### src/sv/ultrasonic_range_beam_controller_assert.svh
// ----------------------------------------------------------------------------
// Assertion macros for the ultrasonic range and beam controller
// Clocked on clk, disabled while rst_n is low.
// ----------------------------------------------------------------------------
`ifndef ULTRASONIC_RANGE_BEAM_CONTROLLER_ASSERT_SVH
`define ULTRASONIC_RANGE_BEAM_CONTROLLER_ASSERT_SVH

// same-cycle implication
`define URBC_ASSERT_SAME(label, ante, cons, msg) \
  label: assert property (@(posedge clk) disable iff (!rst_n) (ante) |-> (cons)) \
    else $error(msg);

// next-cycle implication
`define URBC_ASSERT_NEXT(label, ante, cons, msg) \
  label: assert property (@(posedge clk) disable iff (!rst_n) (ante) |=> (cons)) \
    else $error(msg);

`endif

### src/sv/urbc_pkg.sv
// ----------------------------------------------------------------------------
// urbc_pkg
// Shared types, constants and helpers of the ultrasonic range beam controller.
// ----------------------------------------------------------------------------
package urbc_pkg;

  localparam int COUNT_BITS_DEF = 16;

  localparam int CFG_IDX_W  = 3;
  localparam int CFG_DATA_W = 16;
  localparam int TRIG_W     = 16;
  localparam int EDGE_CM_W  = 10;
  localparam int EDGE_W     = 20;   // edge in cm times 1000
  localparam int DUTY_W     = 7;
  localparam int WIDTH_OUT_W = 16;
  localparam int IN_DATA_W  = 8;
  localparam int OUT_DATA_W = 32;

  localparam logic [EDGE_W-1:0] EDGE_SCALE = EDGE_W'(1000);
  localparam logic [DUTY_W-1:0] DUTY_MAX   = DUTY_W'(100);

  localparam logic [TRIG_W-1:0] TRIG_LEN_RST   = TRIG_W'(1000);
  localparam logic [EDGE_W-1:0] FAR_EDGE_RST   = EDGE_W'(20000);
  localparam logic [EDGE_W-1:0] MID_EDGE_RST   = EDGE_W'(15000);
  localparam logic [EDGE_W-1:0] NEAR_EDGE_RST  = EDGE_W'(10000);
  localparam logic [EDGE_W-1:0] CLOSE_EDGE_RST = EDGE_W'(5000);
  localparam logic [DUTY_W-1:0] LOW_DUTY_RST   = DUTY_W'(10);
  localparam logic [DUTY_W-1:0] HIGH_DUTY_RST  = DUTY_W'(100);

  typedef enum logic [CFG_IDX_W-1:0] {
    CFG_TRIG_LEN   = 3'd0,
    CFG_FAR_EDGE   = 3'd1,
    CFG_MID_EDGE   = 3'd2,
    CFG_NEAR_EDGE  = 3'd3,
    CFG_CLOSE_EDGE = 3'd4,
    CFG_LOW_DUTY   = 3'd5,
    CFG_HIGH_DUTY  = 3'd6
  } cfg_idx_t;

  typedef enum logic [1:0] {
    PH_TRIGGER = 2'd0,
    PH_WAIT    = 2'd1,
    PH_TIME    = 2'd2
  } phase_t;

  typedef enum logic [1:0] {
    LM_OFF  = 2'd0,
    LM_LOW  = 2'd1,
    LM_AUTO = 2'd2
  } lamp_mode_t;

  typedef enum logic [2:0] {
    BAND_NONE  = 3'd0,
    BAND_FAR   = 3'd1,
    BAND_MID   = 3'd2,
    BAND_NEAR  = 3'd3,
    BAND_CLOSE = 3'd4,
    BAND_MIN   = 3'd5
  } band_t;

  // edges kept pre-scaled, duties kept capped at 100
  typedef struct packed {
    logic [TRIG_W-1:0] trig_len;
    logic [EDGE_W-1:0] far_edge;
    logic [EDGE_W-1:0] mid_edge;
    logic [EDGE_W-1:0] near_edge;
    logic [EDGE_W-1:0] close_edge;
    logic [DUTY_W-1:0] low_duty;
    logic [DUTY_W-1:0] high_duty;
  } cfg_t;

  typedef struct packed {
    logic                   trigger_out;
    logic [DUTY_W-1:0]      lamp_duty;
    logic                   warn_led;
    lamp_mode_t             lamp_mode;
    band_t                  range_band;
    logic [WIDTH_OUT_W-1:0] echo_width;
    logic                   new_reading;
  } res_t;

  function automatic logic [DUTY_W-1:0] band_duty(input band_t b);
    logic [DUTY_W-1:0] d;
    unique case (b)
      BAND_FAR:   d = DUTY_W'(100);
      BAND_MID:   d = DUTY_W'(80);
      BAND_NEAR:  d = DUTY_W'(60);
      BAND_CLOSE: d = DUTY_W'(40);
      BAND_MIN:   d = DUTY_W'(20);
      default:    d = '0;
    endcase
    return d;
  endfunction

  function automatic logic [DUTY_W-1:0] cap_duty(input logic [DUTY_W-1:0] v);
    return (v > DUTY_MAX) ? DUTY_MAX : v;
  endfunction

endpackage

### src/sv/urbc_cfg.sv
// ----------------------------------------------------------------------------
// urbc_cfg
// Configuration register file; scales edges to cm*1000 and caps duties on write.
// ----------------------------------------------------------------------------
module urbc_cfg (
  input  logic                            clk,
  input  logic                            rst_n,
  input  logic                            cfg_we,
  input  logic [urbc_pkg::CFG_IDX_W-1:0]  cfg_index,
  input  logic [urbc_pkg::CFG_DATA_W-1:0] cfg_wdata,
  output urbc_pkg::cfg_t                  cfg
);

  urbc_pkg::cfg_t cfg_r;
  urbc_pkg::cfg_t cfg_nxt;
  logic [urbc_pkg::EDGE_W-1:0] edge_scaled;
  logic [urbc_pkg::DUTY_W-1:0] duty_capped;

  assign edge_scaled = urbc_pkg::EDGE_W'(cfg_wdata[urbc_pkg::EDGE_CM_W-1:0])
                       * urbc_pkg::EDGE_SCALE;
  assign duty_capped = urbc_pkg::cap_duty(cfg_wdata[urbc_pkg::DUTY_W-1:0]);

  always_comb begin
    cfg_nxt = cfg_r;
    if (cfg_we) begin
      unique case (urbc_pkg::cfg_idx_t'(cfg_index))
        urbc_pkg::CFG_TRIG_LEN:   cfg_nxt.trig_len   = cfg_wdata[urbc_pkg::TRIG_W-1:0];
        urbc_pkg::CFG_FAR_EDGE:   cfg_nxt.far_edge   = edge_scaled;
        urbc_pkg::CFG_MID_EDGE:   cfg_nxt.mid_edge   = edge_scaled;
        urbc_pkg::CFG_NEAR_EDGE:  cfg_nxt.near_edge  = edge_scaled;
        urbc_pkg::CFG_CLOSE_EDGE: cfg_nxt.close_edge = edge_scaled;
        urbc_pkg::CFG_LOW_DUTY:   cfg_nxt.low_duty   = duty_capped;
        urbc_pkg::CFG_HIGH_DUTY:  cfg_nxt.high_duty  = duty_capped;
        default: ;
      endcase
    end
  end

  always_ff @(posedge clk) begin
    if (!rst_n) begin
      cfg_r.trig_len   <= urbc_pkg::TRIG_LEN_RST;
      cfg_r.far_edge   <= urbc_pkg::FAR_EDGE_RST;
      cfg_r.mid_edge   <= urbc_pkg::MID_EDGE_RST;
      cfg_r.near_edge  <= urbc_pkg::NEAR_EDGE_RST;
      cfg_r.close_edge <= urbc_pkg::CLOSE_EDGE_RST;
      cfg_r.low_duty   <= urbc_pkg::LOW_DUTY_RST;
      cfg_r.high_duty  <= urbc_pkg::HIGH_DUTY_RST;
    end else begin
      cfg_r <= cfg_nxt;
    end
  end

  assign cfg = cfg_r;

endmodule

### src/sv/urbc_step.sv
// ----------------------------------------------------------------------------
// urbc_step
// Measurement state machine, band classifier and lamp logic for one event.
// ----------------------------------------------------------------------------
module urbc_step #(
  parameter int COUNT_BITS = urbc_pkg::COUNT_BITS_DEF
) (
  input  logic           clk,
  input  logic           rst_n,
  input  logic           adv,
  input  logic           cmd,
  input  logic           echo,
  input  urbc_pkg::cfg_t cfg,
  output urbc_pkg::res_t res
);

  localparam int LW = (COUNT_BITS > urbc_pkg::TRIG_W) ? COUNT_BITS : urbc_pkg::TRIG_W;
  localparam int DW = (COUNT_BITS + 5 > urbc_pkg::EDGE_W) ? COUNT_BITS + 5
                                                          : urbc_pkg::EDGE_W;
  localparam logic [COUNT_BITS-1:0] CMAX = {COUNT_BITS{1'b1}};

  urbc_pkg::phase_t     phase_r, phase_nxt;
  urbc_pkg::lamp_mode_t mode_r, mode_nxt;
  urbc_pkg::band_t      band_r, band_nxt, band_cls;
  logic [COUNT_BITS-1:0] cnt_r, cnt_nxt, cnt_inc;
  logic [COUNT_BITS-1:0] width_r, width_nxt;
  logic                  led_r, led_nxt;
  logic                  fresh;
  logic                  trig_done;
  logic [urbc_pkg::TRIG_W-1:0] trig_len;
  logic [DW-1:0]         dist_milli, f_e, m_e, n_e, c_e;
  logic [LW-1:0]         width_ext;

  assign cnt_inc  = (cnt_r == CMAX) ? cnt_r : cnt_r + 1'b1;
  assign trig_len = (cfg.trig_len == '0) ? urbc_pkg::TRIG_W'(1) : cfg.trig_len;
  assign trig_done = (LW'(cnt_inc) >= LW'(trig_len)) || (cnt_inc == CMAX);

  // distance*1000 = width*17
  assign dist_milli = (DW'(cnt_r) << 4) + DW'(cnt_r);
  assign f_e  = DW'(cfg.far_edge);
  assign m_e  = DW'(cfg.mid_edge);
  assign n_e  = DW'(cfg.near_edge);
  assign c_e  = DW'(cfg.close_edge);

  // on-edge or misordered edges fall through and keep the old band
  always_comb begin
    priority if (dist_milli > f_e)                      band_cls = urbc_pkg::BAND_FAR;
    else if (dist_milli > m_e && dist_milli < f_e)      band_cls = urbc_pkg::BAND_MID;
    else if (dist_milli > n_e && dist_milli < m_e)      band_cls = urbc_pkg::BAND_NEAR;
    else if (dist_milli > c_e && dist_milli < n_e)      band_cls = urbc_pkg::BAND_CLOSE;
    else if (dist_milli < c_e)                          band_cls = urbc_pkg::BAND_MIN;
    else                                                band_cls = band_r;
  end

  // next state
  always_comb begin
    phase_nxt = phase_r;
    cnt_nxt   = cnt_r;
    width_nxt = width_r;
    band_nxt  = band_r;
    mode_nxt  = mode_r;
    if (cmd) begin
      unique case (mode_r)
        urbc_pkg::LM_OFF: mode_nxt = urbc_pkg::LM_LOW;
        urbc_pkg::LM_LOW: mode_nxt = urbc_pkg::LM_AUTO;
        default:          mode_nxt = urbc_pkg::LM_OFF;
      endcase
    end else begin
      unique case (phase_r)
        urbc_pkg::PH_WAIT: begin
          if (echo) begin
            phase_nxt = urbc_pkg::PH_TIME;
            cnt_nxt   = COUNT_BITS'(1);
          end
        end
        urbc_pkg::PH_TIME: begin
          if (echo) begin
            cnt_nxt = cnt_inc;
          end else begin
            width_nxt = cnt_r;
            band_nxt  = band_cls;
            phase_nxt = urbc_pkg::PH_TRIGGER;
            cnt_nxt   = '0;
          end
        end
        default: begin
          if (trig_done) begin
            phase_nxt = urbc_pkg::PH_WAIT;
            cnt_nxt   = '0;
          end else begin
            cnt_nxt = cnt_inc;
          end
        end
      endcase
    end
  end

  assign fresh = !cmd && (phase_r == urbc_pkg::PH_TIME) && !echo;
  assign width_ext = LW'(width_nxt);

  // outputs
  always_comb begin
    led_nxt = led_r;
    res.lamp_duty = '0;
    if (mode_nxt == urbc_pkg::LM_LOW) begin
      res.lamp_duty = cfg.low_duty;
    end else if (mode_nxt == urbc_pkg::LM_AUTO) begin
      res.lamp_duty = (band_nxt == urbc_pkg::BAND_NONE) ? cfg.high_duty
                                                        : urbc_pkg::band_duty(band_nxt);
      if (band_nxt == urbc_pkg::BAND_FAR || band_nxt == urbc_pkg::BAND_MID ||
          band_nxt == urbc_pkg::BAND_NEAR) begin
        led_nxt = 1'b0;
      end else if (band_nxt == urbc_pkg::BAND_MIN) begin
        led_nxt = 1'b1;
      end
    end
    res.trigger_out = (phase_r == urbc_pkg::PH_TRIGGER);
    res.warn_led    = led_nxt;
    res.lamp_mode   = mode_nxt;
    res.range_band  = band_nxt;
    res.echo_width  = (width_ext > LW'(16'hFFFF)) ? 16'hFFFF
                                                  : width_ext[urbc_pkg::WIDTH_OUT_W-1:0];
    res.new_reading = fresh;
  end

  always_ff @(posedge clk) begin
    if (!rst_n) begin
      phase_r <= urbc_pkg::PH_TRIGGER;
      cnt_r   <= '0;
      width_r <= '0;
      band_r  <= urbc_pkg::BAND_NONE;
      mode_r  <= urbc_pkg::LM_OFF;
      led_r   <= 1'b0;
    end else if (adv) begin
      phase_r <= phase_nxt;
      cnt_r   <= cnt_nxt;
      width_r <= width_nxt;
      band_r  <= band_nxt;
      mode_r  <= mode_nxt;
      led_r   <= led_nxt;
    end
  end

endmodule

### src/sv/ultrasonic_range_beam_controller.sv
// A request's result is offered once the request has passed the input
// register and then the result register.
// Throughput: one request per cycle; the input register refills while the
// result register is taken, so the stream only stalls on out_tready.
// Reset: synchronous, active-low rst_n restores register defaults, trigger
// phase, cleared counters, band none and lamp off.
// ----------------------------------------------------------------------------
// ultrasonic_range_beam_controller
// Ultrasonic ranger with trigger timing, echo width, distance bands and lamp.
// ----------------------------------------------------------------------------
module ultrasonic_range_beam_controller #(
  parameter int COUNT_BITS = urbc_pkg::COUNT_BITS_DEF
) (
  input  logic                            clk,
  input  logic                            rst_n,
  input  logic                            in_tvalid,
  output logic                            in_tready,
  input  logic [urbc_pkg::IN_DATA_W-1:0]  in_tdata,   // [0] echo_level, rest zero
  input  logic                            in_tuser,   // [0] cmd
  output logic                            out_tvalid,
  input  logic                            out_tready,
  // [0] trigger_out, [7:1] lamp_duty, [8] warn_led, [10:9] lamp_mode,
  // [13:11] range_band, [29:14] echo_width, [30] new_reading, [31] zero
  output logic [urbc_pkg::OUT_DATA_W-1:0] out_tdata,
  input  logic                            cfg_we,
  input  logic [urbc_pkg::CFG_IDX_W-1:0]  cfg_index,
  input  logic [urbc_pkg::CFG_DATA_W-1:0] cfg_wdata
);

  `include "ultrasonic_range_beam_controller_assert.svh"

  urbc_pkg::cfg_t cfg;
  urbc_pkg::res_t res;

  logic in_valid_r, in_valid_nxt;
  logic in_cmd_r, in_echo_r;
  logic out_valid_r, out_valid_nxt;
  logic [urbc_pkg::OUT_DATA_W-1:0] out_data_r;
  logic adv;

  assign adv       = in_valid_r && (!out_valid_r || out_tready);
  assign in_tready = !in_valid_r || adv;

  urbc_cfg u_cfg (
    .clk       (clk),
    .rst_n     (rst_n),
    .cfg_we    (cfg_we),
    .cfg_index (cfg_index),
    .cfg_wdata (cfg_wdata),
    .cfg       (cfg)
  );

  urbc_step #(
    .COUNT_BITS (COUNT_BITS)
  ) u_step (
    .clk   (clk),
    .rst_n (rst_n),
    .adv   (adv),
    .cmd   (in_cmd_r),
    .echo  (in_echo_r),
    .cfg   (cfg),
    .res   (res)
  );

  always_comb begin
    in_valid_nxt = in_valid_r;
    if (in_tvalid && in_tready) begin
      in_valid_nxt = 1'b1;
    end else if (adv) begin
      in_valid_nxt = 1'b0;
    end
    out_valid_nxt = out_valid_r;
    if (adv) begin
      out_valid_nxt = 1'b1;
    end else if (out_tready) begin
      out_valid_nxt = 1'b0;
    end
  end

  always_ff @(posedge clk) begin
    if (!rst_n) begin
      in_valid_r  <= 1'b0;
      out_valid_r <= 1'b0;
    end else begin
      in_valid_r  <= in_valid_nxt;
      out_valid_r <= out_valid_nxt;
    end
  end

  always_ff @(posedge clk) begin
    if (in_tvalid && in_tready) begin
      in_cmd_r  <= in_tuser;
      in_echo_r <= in_tdata[0];
    end
    if (adv) begin
      out_data_r <= {1'b0, res.new_reading, res.echo_width, res.range_band,
                     res.lamp_mode, res.warn_led, res.lamp_duty, res.trigger_out};
    end
  end

  assign out_tvalid = out_valid_r;
  assign out_tdata  = out_data_r;

  // a held request is never dropped before it is processed
  `URBC_ASSERT_NEXT(a_in_hold, in_valid_r && !adv, in_valid_r, "input request lost")
  // every processed request leaves a result behind
  `URBC_ASSERT_NEXT(a_res_load, adv, out_valid_r, "result not loaded")
  // a finished measurement never coincides with the trigger phase
  `URBC_ASSERT_SAME(a_fresh_trig, out_valid_r && out_data_r[30], !out_data_r[0],
                    "new reading during trigger")
  // lamp off means zero duty
  `URBC_ASSERT_SAME(a_off_duty, out_valid_r && out_data_r[10:9] == 2'd0,
                    out_data_r[7:1] == 7'd0, "duty nonzero with lamp off")

endmodule
### config.mk
export PLATFORM = sky130hd
export DESIGN_NAME = ultrasonic_range_beam_controller
export DESIGN_NICKNAME = d
export VERILOG_FILES = /design/src/sv/urbc_pkg.sv /design/src/sv/urbc_cfg.sv /design/src/sv/urbc_step.sv /design/src/sv/ultrasonic_range_beam_controller.sv
export VERILOG_INCLUDE_DIRS = /design/src /design/src/sv
export SDC_FILE = /design/constraint.sdc
export NUM_CORES = 1
export LEC_CHECK = 0
export ABC_AREA = 1
export BUFFER_PORTS_ARGS = -buffer_cell sky130_fd_sc_hd__buf_4
export CAP_MARGIN = 30
export CORE_UTILIZATION = 50
export DETAILED_ROUTE_END_ITERATION = 12
export PLACE_DENSITY = 0.67
export SLEW_MARGIN = 40
export SYNTH_ARGS = -nofsm -noshare
export SYNTH_HDL_FRONTEND = slang
export SYNTH_HIERARCHICAL = 1
export SYNTH_SLANG_ARGS = --single-unit
### constraint.sdc
create_clock -name clk -period 5.7 [get_ports clk]
set_input_delay 0.285 -clock clk [delete_from_list [all_inputs] [get_ports clk]]
set_output_delay 0.285 -clock clk [all_outputs]
set_load 0.02 [all_outputs]
==> flow_metrics.tcl <==
set metrics [dict create \
    outcome "completed" \
    ys_seq_area_share_pct 29.6 \
    finalCriticalPeriod_ps 4730 \
    synthAdderAreaFrac_pct 20.1 \
    layout.nets 2027 \
    drtPass1Iterations 5 \
    numCtsBuffers 17 \
    ios 67 \
    leakage_nw 7.34 \
    final_cell_mix "348 x nand2_1, 335 x inv_1, 196 x nor2_1, 157 x ha_1, 140 x dfxtp_1" \
    clk_path_buf_depth 2 \
    track_usage_pct 25.0 \
    htreeDepth 4 \
    syn_avg_cell_area_um2 7.28 \
    hpwl_um 24200 \
    avgRoutedWirePerCell_um 14.7 \
    synth.ff_latch_count 173 \
    antenna_found_initial 0 \
    maxCapViolCount 0 \
    synth-simple-area-share_pct 24.8 \
    post_cts.repair.setup_buffers 0 \
    hp-class "primary input to register" \
    p_clk_share_pct 30.4 \
    ff_latch_area_um2 3790 \
    critPathMaxFanout 10 \
    worst_clock_skew_ps 18.3 \
    cp-start-kind "register" \
    n_fill_cell 2431 \
    stdcell_area_um2 14100 \
    grt_max_degree 59 \
    rows 58 \
    crit_family "simple AND/OR/NAND/NOR gates" \
    cts_root_buf "clkbuf_16" \
    synth_edf_count 33 \
    synth-async-reset-ratio_pct 0 \
    slowest_delay_ps 650 \
    synthXorXnorAreaFrac_pct 2.23 \
    finalHoldViolCount 0 \
    grt_pass1_wl_um 51800 \
    peakVddDrop_mv 0.260 \
    die-area_um2 26300 \
    synthCells 1763 \
    clock-sinks 173 \
    synth_top_family_by_area "simple AND/OR/NAND/NOR gates" \
    power_density_nw_per_um2 275 \
    period_share_pct 83.0 \
    drt_iter0_drc 825 \
    path_buf_inv 2 \
    switchingPower_mw 1.54 \
    cp_common_cell "nand2_1" \
    post-route-drc-count 0 \
    yosysWarnings 6 \
    timing.fmax_mhz 211 \
    placed_cell_area_um2 13500 \
    grt_pass1_vias 10200 \
    place.gp.congestion 0.907 \
    syn-cell-area_um2 12800 \
    port_buffers 58 \
    layout_commonest_cell "nand2_1" \
    muxShareOfSynthArea_pct 0.0780 \
    multiInputGateArea_um2 7470 \
    drv_slew 0 \
    core_area_um2 25200 \
    pwr-share-seq_pct 34.3 \
    worstSkewPairLatency_ps 450 \
    p_int_mw 2.33 \
    finalSetupViolCount 0 \
    ys_types 58 \
    die_height_um 162 \
    synth_flop_cell "dfxtp_1" \
    drive_above_1_share_pct 8.96 \
    setup_tns_ps 0 \
    ant_nets 0 \
    area_growth_pct 9.71 \
    synth_compound_area_share_pct 10.4 \
    max-slew-margin-rel_pct 50.0 \
    end_kind "register" \
    p_comb_share_pct 35.3 \
    drt-total-wl_um 31700 \
    clk_pin_slew_worst_paths_ps 90 \
    rsz0062_at_grt "no" \
    die_w_um 162 \
    overflow 0 \
    worst_path_max_delay_cell "dfxtp_1" \
    path_class "register to register" \
    viasPerCell 5.12 \
    dr_total_vias 11000 \
    worst_slew_pin_slew_ps 749 \
    required_ps 5920 \
    initial_utilization_pct 51.0 \
    p_sw_share_pct 39.7 \
    cts_tree "yes" \
    arrival_ps 4950 \
    diodes 0 \
]
==> what timing repair did <==
action                                  in CTS  in global routing
hold buffers                                 0                  1
hold endpoints to repair                     0                  1
endpoints found under the setup margin       0                  0
resized for setup                            0                  0
==> metal layers <==
layer	global-route usage, %	vias up	part of all wire (%)
li1	-	5644	-
met1	34.0	5083	48
met2	40.1	245	45
met3	4.49	39	5.0
met4	7.55	0	2.0
met5	0	-	0
==> per-stage QoR <==
stage	util, %	total power, mW	instances	hold WS [ps]	setup WS (ps)
3_5_place_dp	53.5	2.71	2116	452	1030
4_1_cts	55.9	3.89	2148	4.52	1010
2_1_floorplan	-	2.33	1774	384	1750
3_3_place_gp	53.5	2.70	2116	443	1120
6_report	55.9	3.87	2149	19.6	967
5_1_grt	55.9	4.13	2149	9.85	441
==> worst paths after layout <==
kind	startpoint	end	slack, ps	cells past startpoint
worst max-delay path	u_step/cnt_r[8]$_SDFFE_PN0P_	out_tdata[5]$_DFFE_PP_	970	29
worst min-delay path	in_tdata[0]	in_echo_r$_DFFE_PP_	20	1
worst max register to register	u_step/cnt_r[8]$_SDFFE_PN0P_	out_tdata[5]$_DFFE_PP_	970	29
worst min register to register	u_cfg/cfg[21]$_SDFFE_PN1P_	u_cfg/cfg[21]$_SDFFE_PN1P_	470	2
==> power by group through the flow <==
stage / registers (mW) / clock network (mW) / logic, mW
final: 1.33 / 1.18 / 1.37
after CTS: 1.33 / 1.20 / 1.36
after detailed placement: 1.36 / 0 / 1.36
after global routing: 1.33 / 1.24 / 1.55
after floorplan: 1.36 / 0 / 0.968
after global placement: 1.35 / 0 / 1.35
==> registers in the layout, indices dropped and copies added (netlist names) <==
signal	count
out_tdata	31
u_cfg/cfg	98
in_cmd_r	1
in_echo_r	1
in_valid_r	1
u_step/cnt_r	16
u_step/mode_r	2
out_tvalid	1
u_step/phase_r	2
u_step/band_r	3
u_step/led_r	1
u_step/width_r	16
==> cells in the mapped netlist (2+ instances only) <==
cell	number	area, µm²
dfxtp_1	140	2800
nor2_4	6	67.6
nand2_1	348	1310
a31oi_1	3	18.8
o31ai_1	2	15.0
nor2_2	8	50.1
nand4_2	2	25.0
nand2_2	11	68.8
buf_1	2	7.51
buf_4	20	150
nand3_1	79	395
nor2_8	2	40.0
ha_1	157	1960
o21ai_0	97	485
nor4_2	2	25.0
nor2_1	196	736
nand3_2	9	90.1
nor3_1	11	55.1
nand4_1	26	163
clkbuf_1	18	67.6
or2_1	3	18.8
nor4_1	5	31.3
o21bai_1	4	30.0
o211ai_1	17	128
xor2_2	2	32.5
inv_2	8	30.0
and3_1	2	12.5
buf_6	3	33.8
nand2_4	3	33.8
conb_1	2	7.51
o21ai_1	3	15.0
fa_1	31	621
xor2_1	23	201
edfxtp_1	33	991
inv_1	336	1260
xnor2_1	6	52.6
a211oi_1	2	15.0
a21oi_1	110	551
clkinv_1	3	11.3
buf_2	10	50.1
==> cell families after synthesis <==
family | Yosys count
AND/OR/NAND/NOR | 719
buffers and inverters | 403
AO/OA/AOI/OAI | 246
adder cells (fa/ha/maj) | 188
flip-flops | 173
XOR/XNOR | 31
other | 2
multiplexers | 1
==> cell type report <==
| class | count | area share, % |
|---|---|---|
| multi-input cells | 1198 | 53.0 |
| clock inverters | 14 | 1.12 |
| inverters | 349 | 9.35 |
| clock buffers | 18 | 3.05 |
| flip-flops and latches | 173 | 26.9 |
| repair buffers | 67 | 3.59 |
| well taps | 330 | 2.93 |
Power figures use the tool's default switching activity.
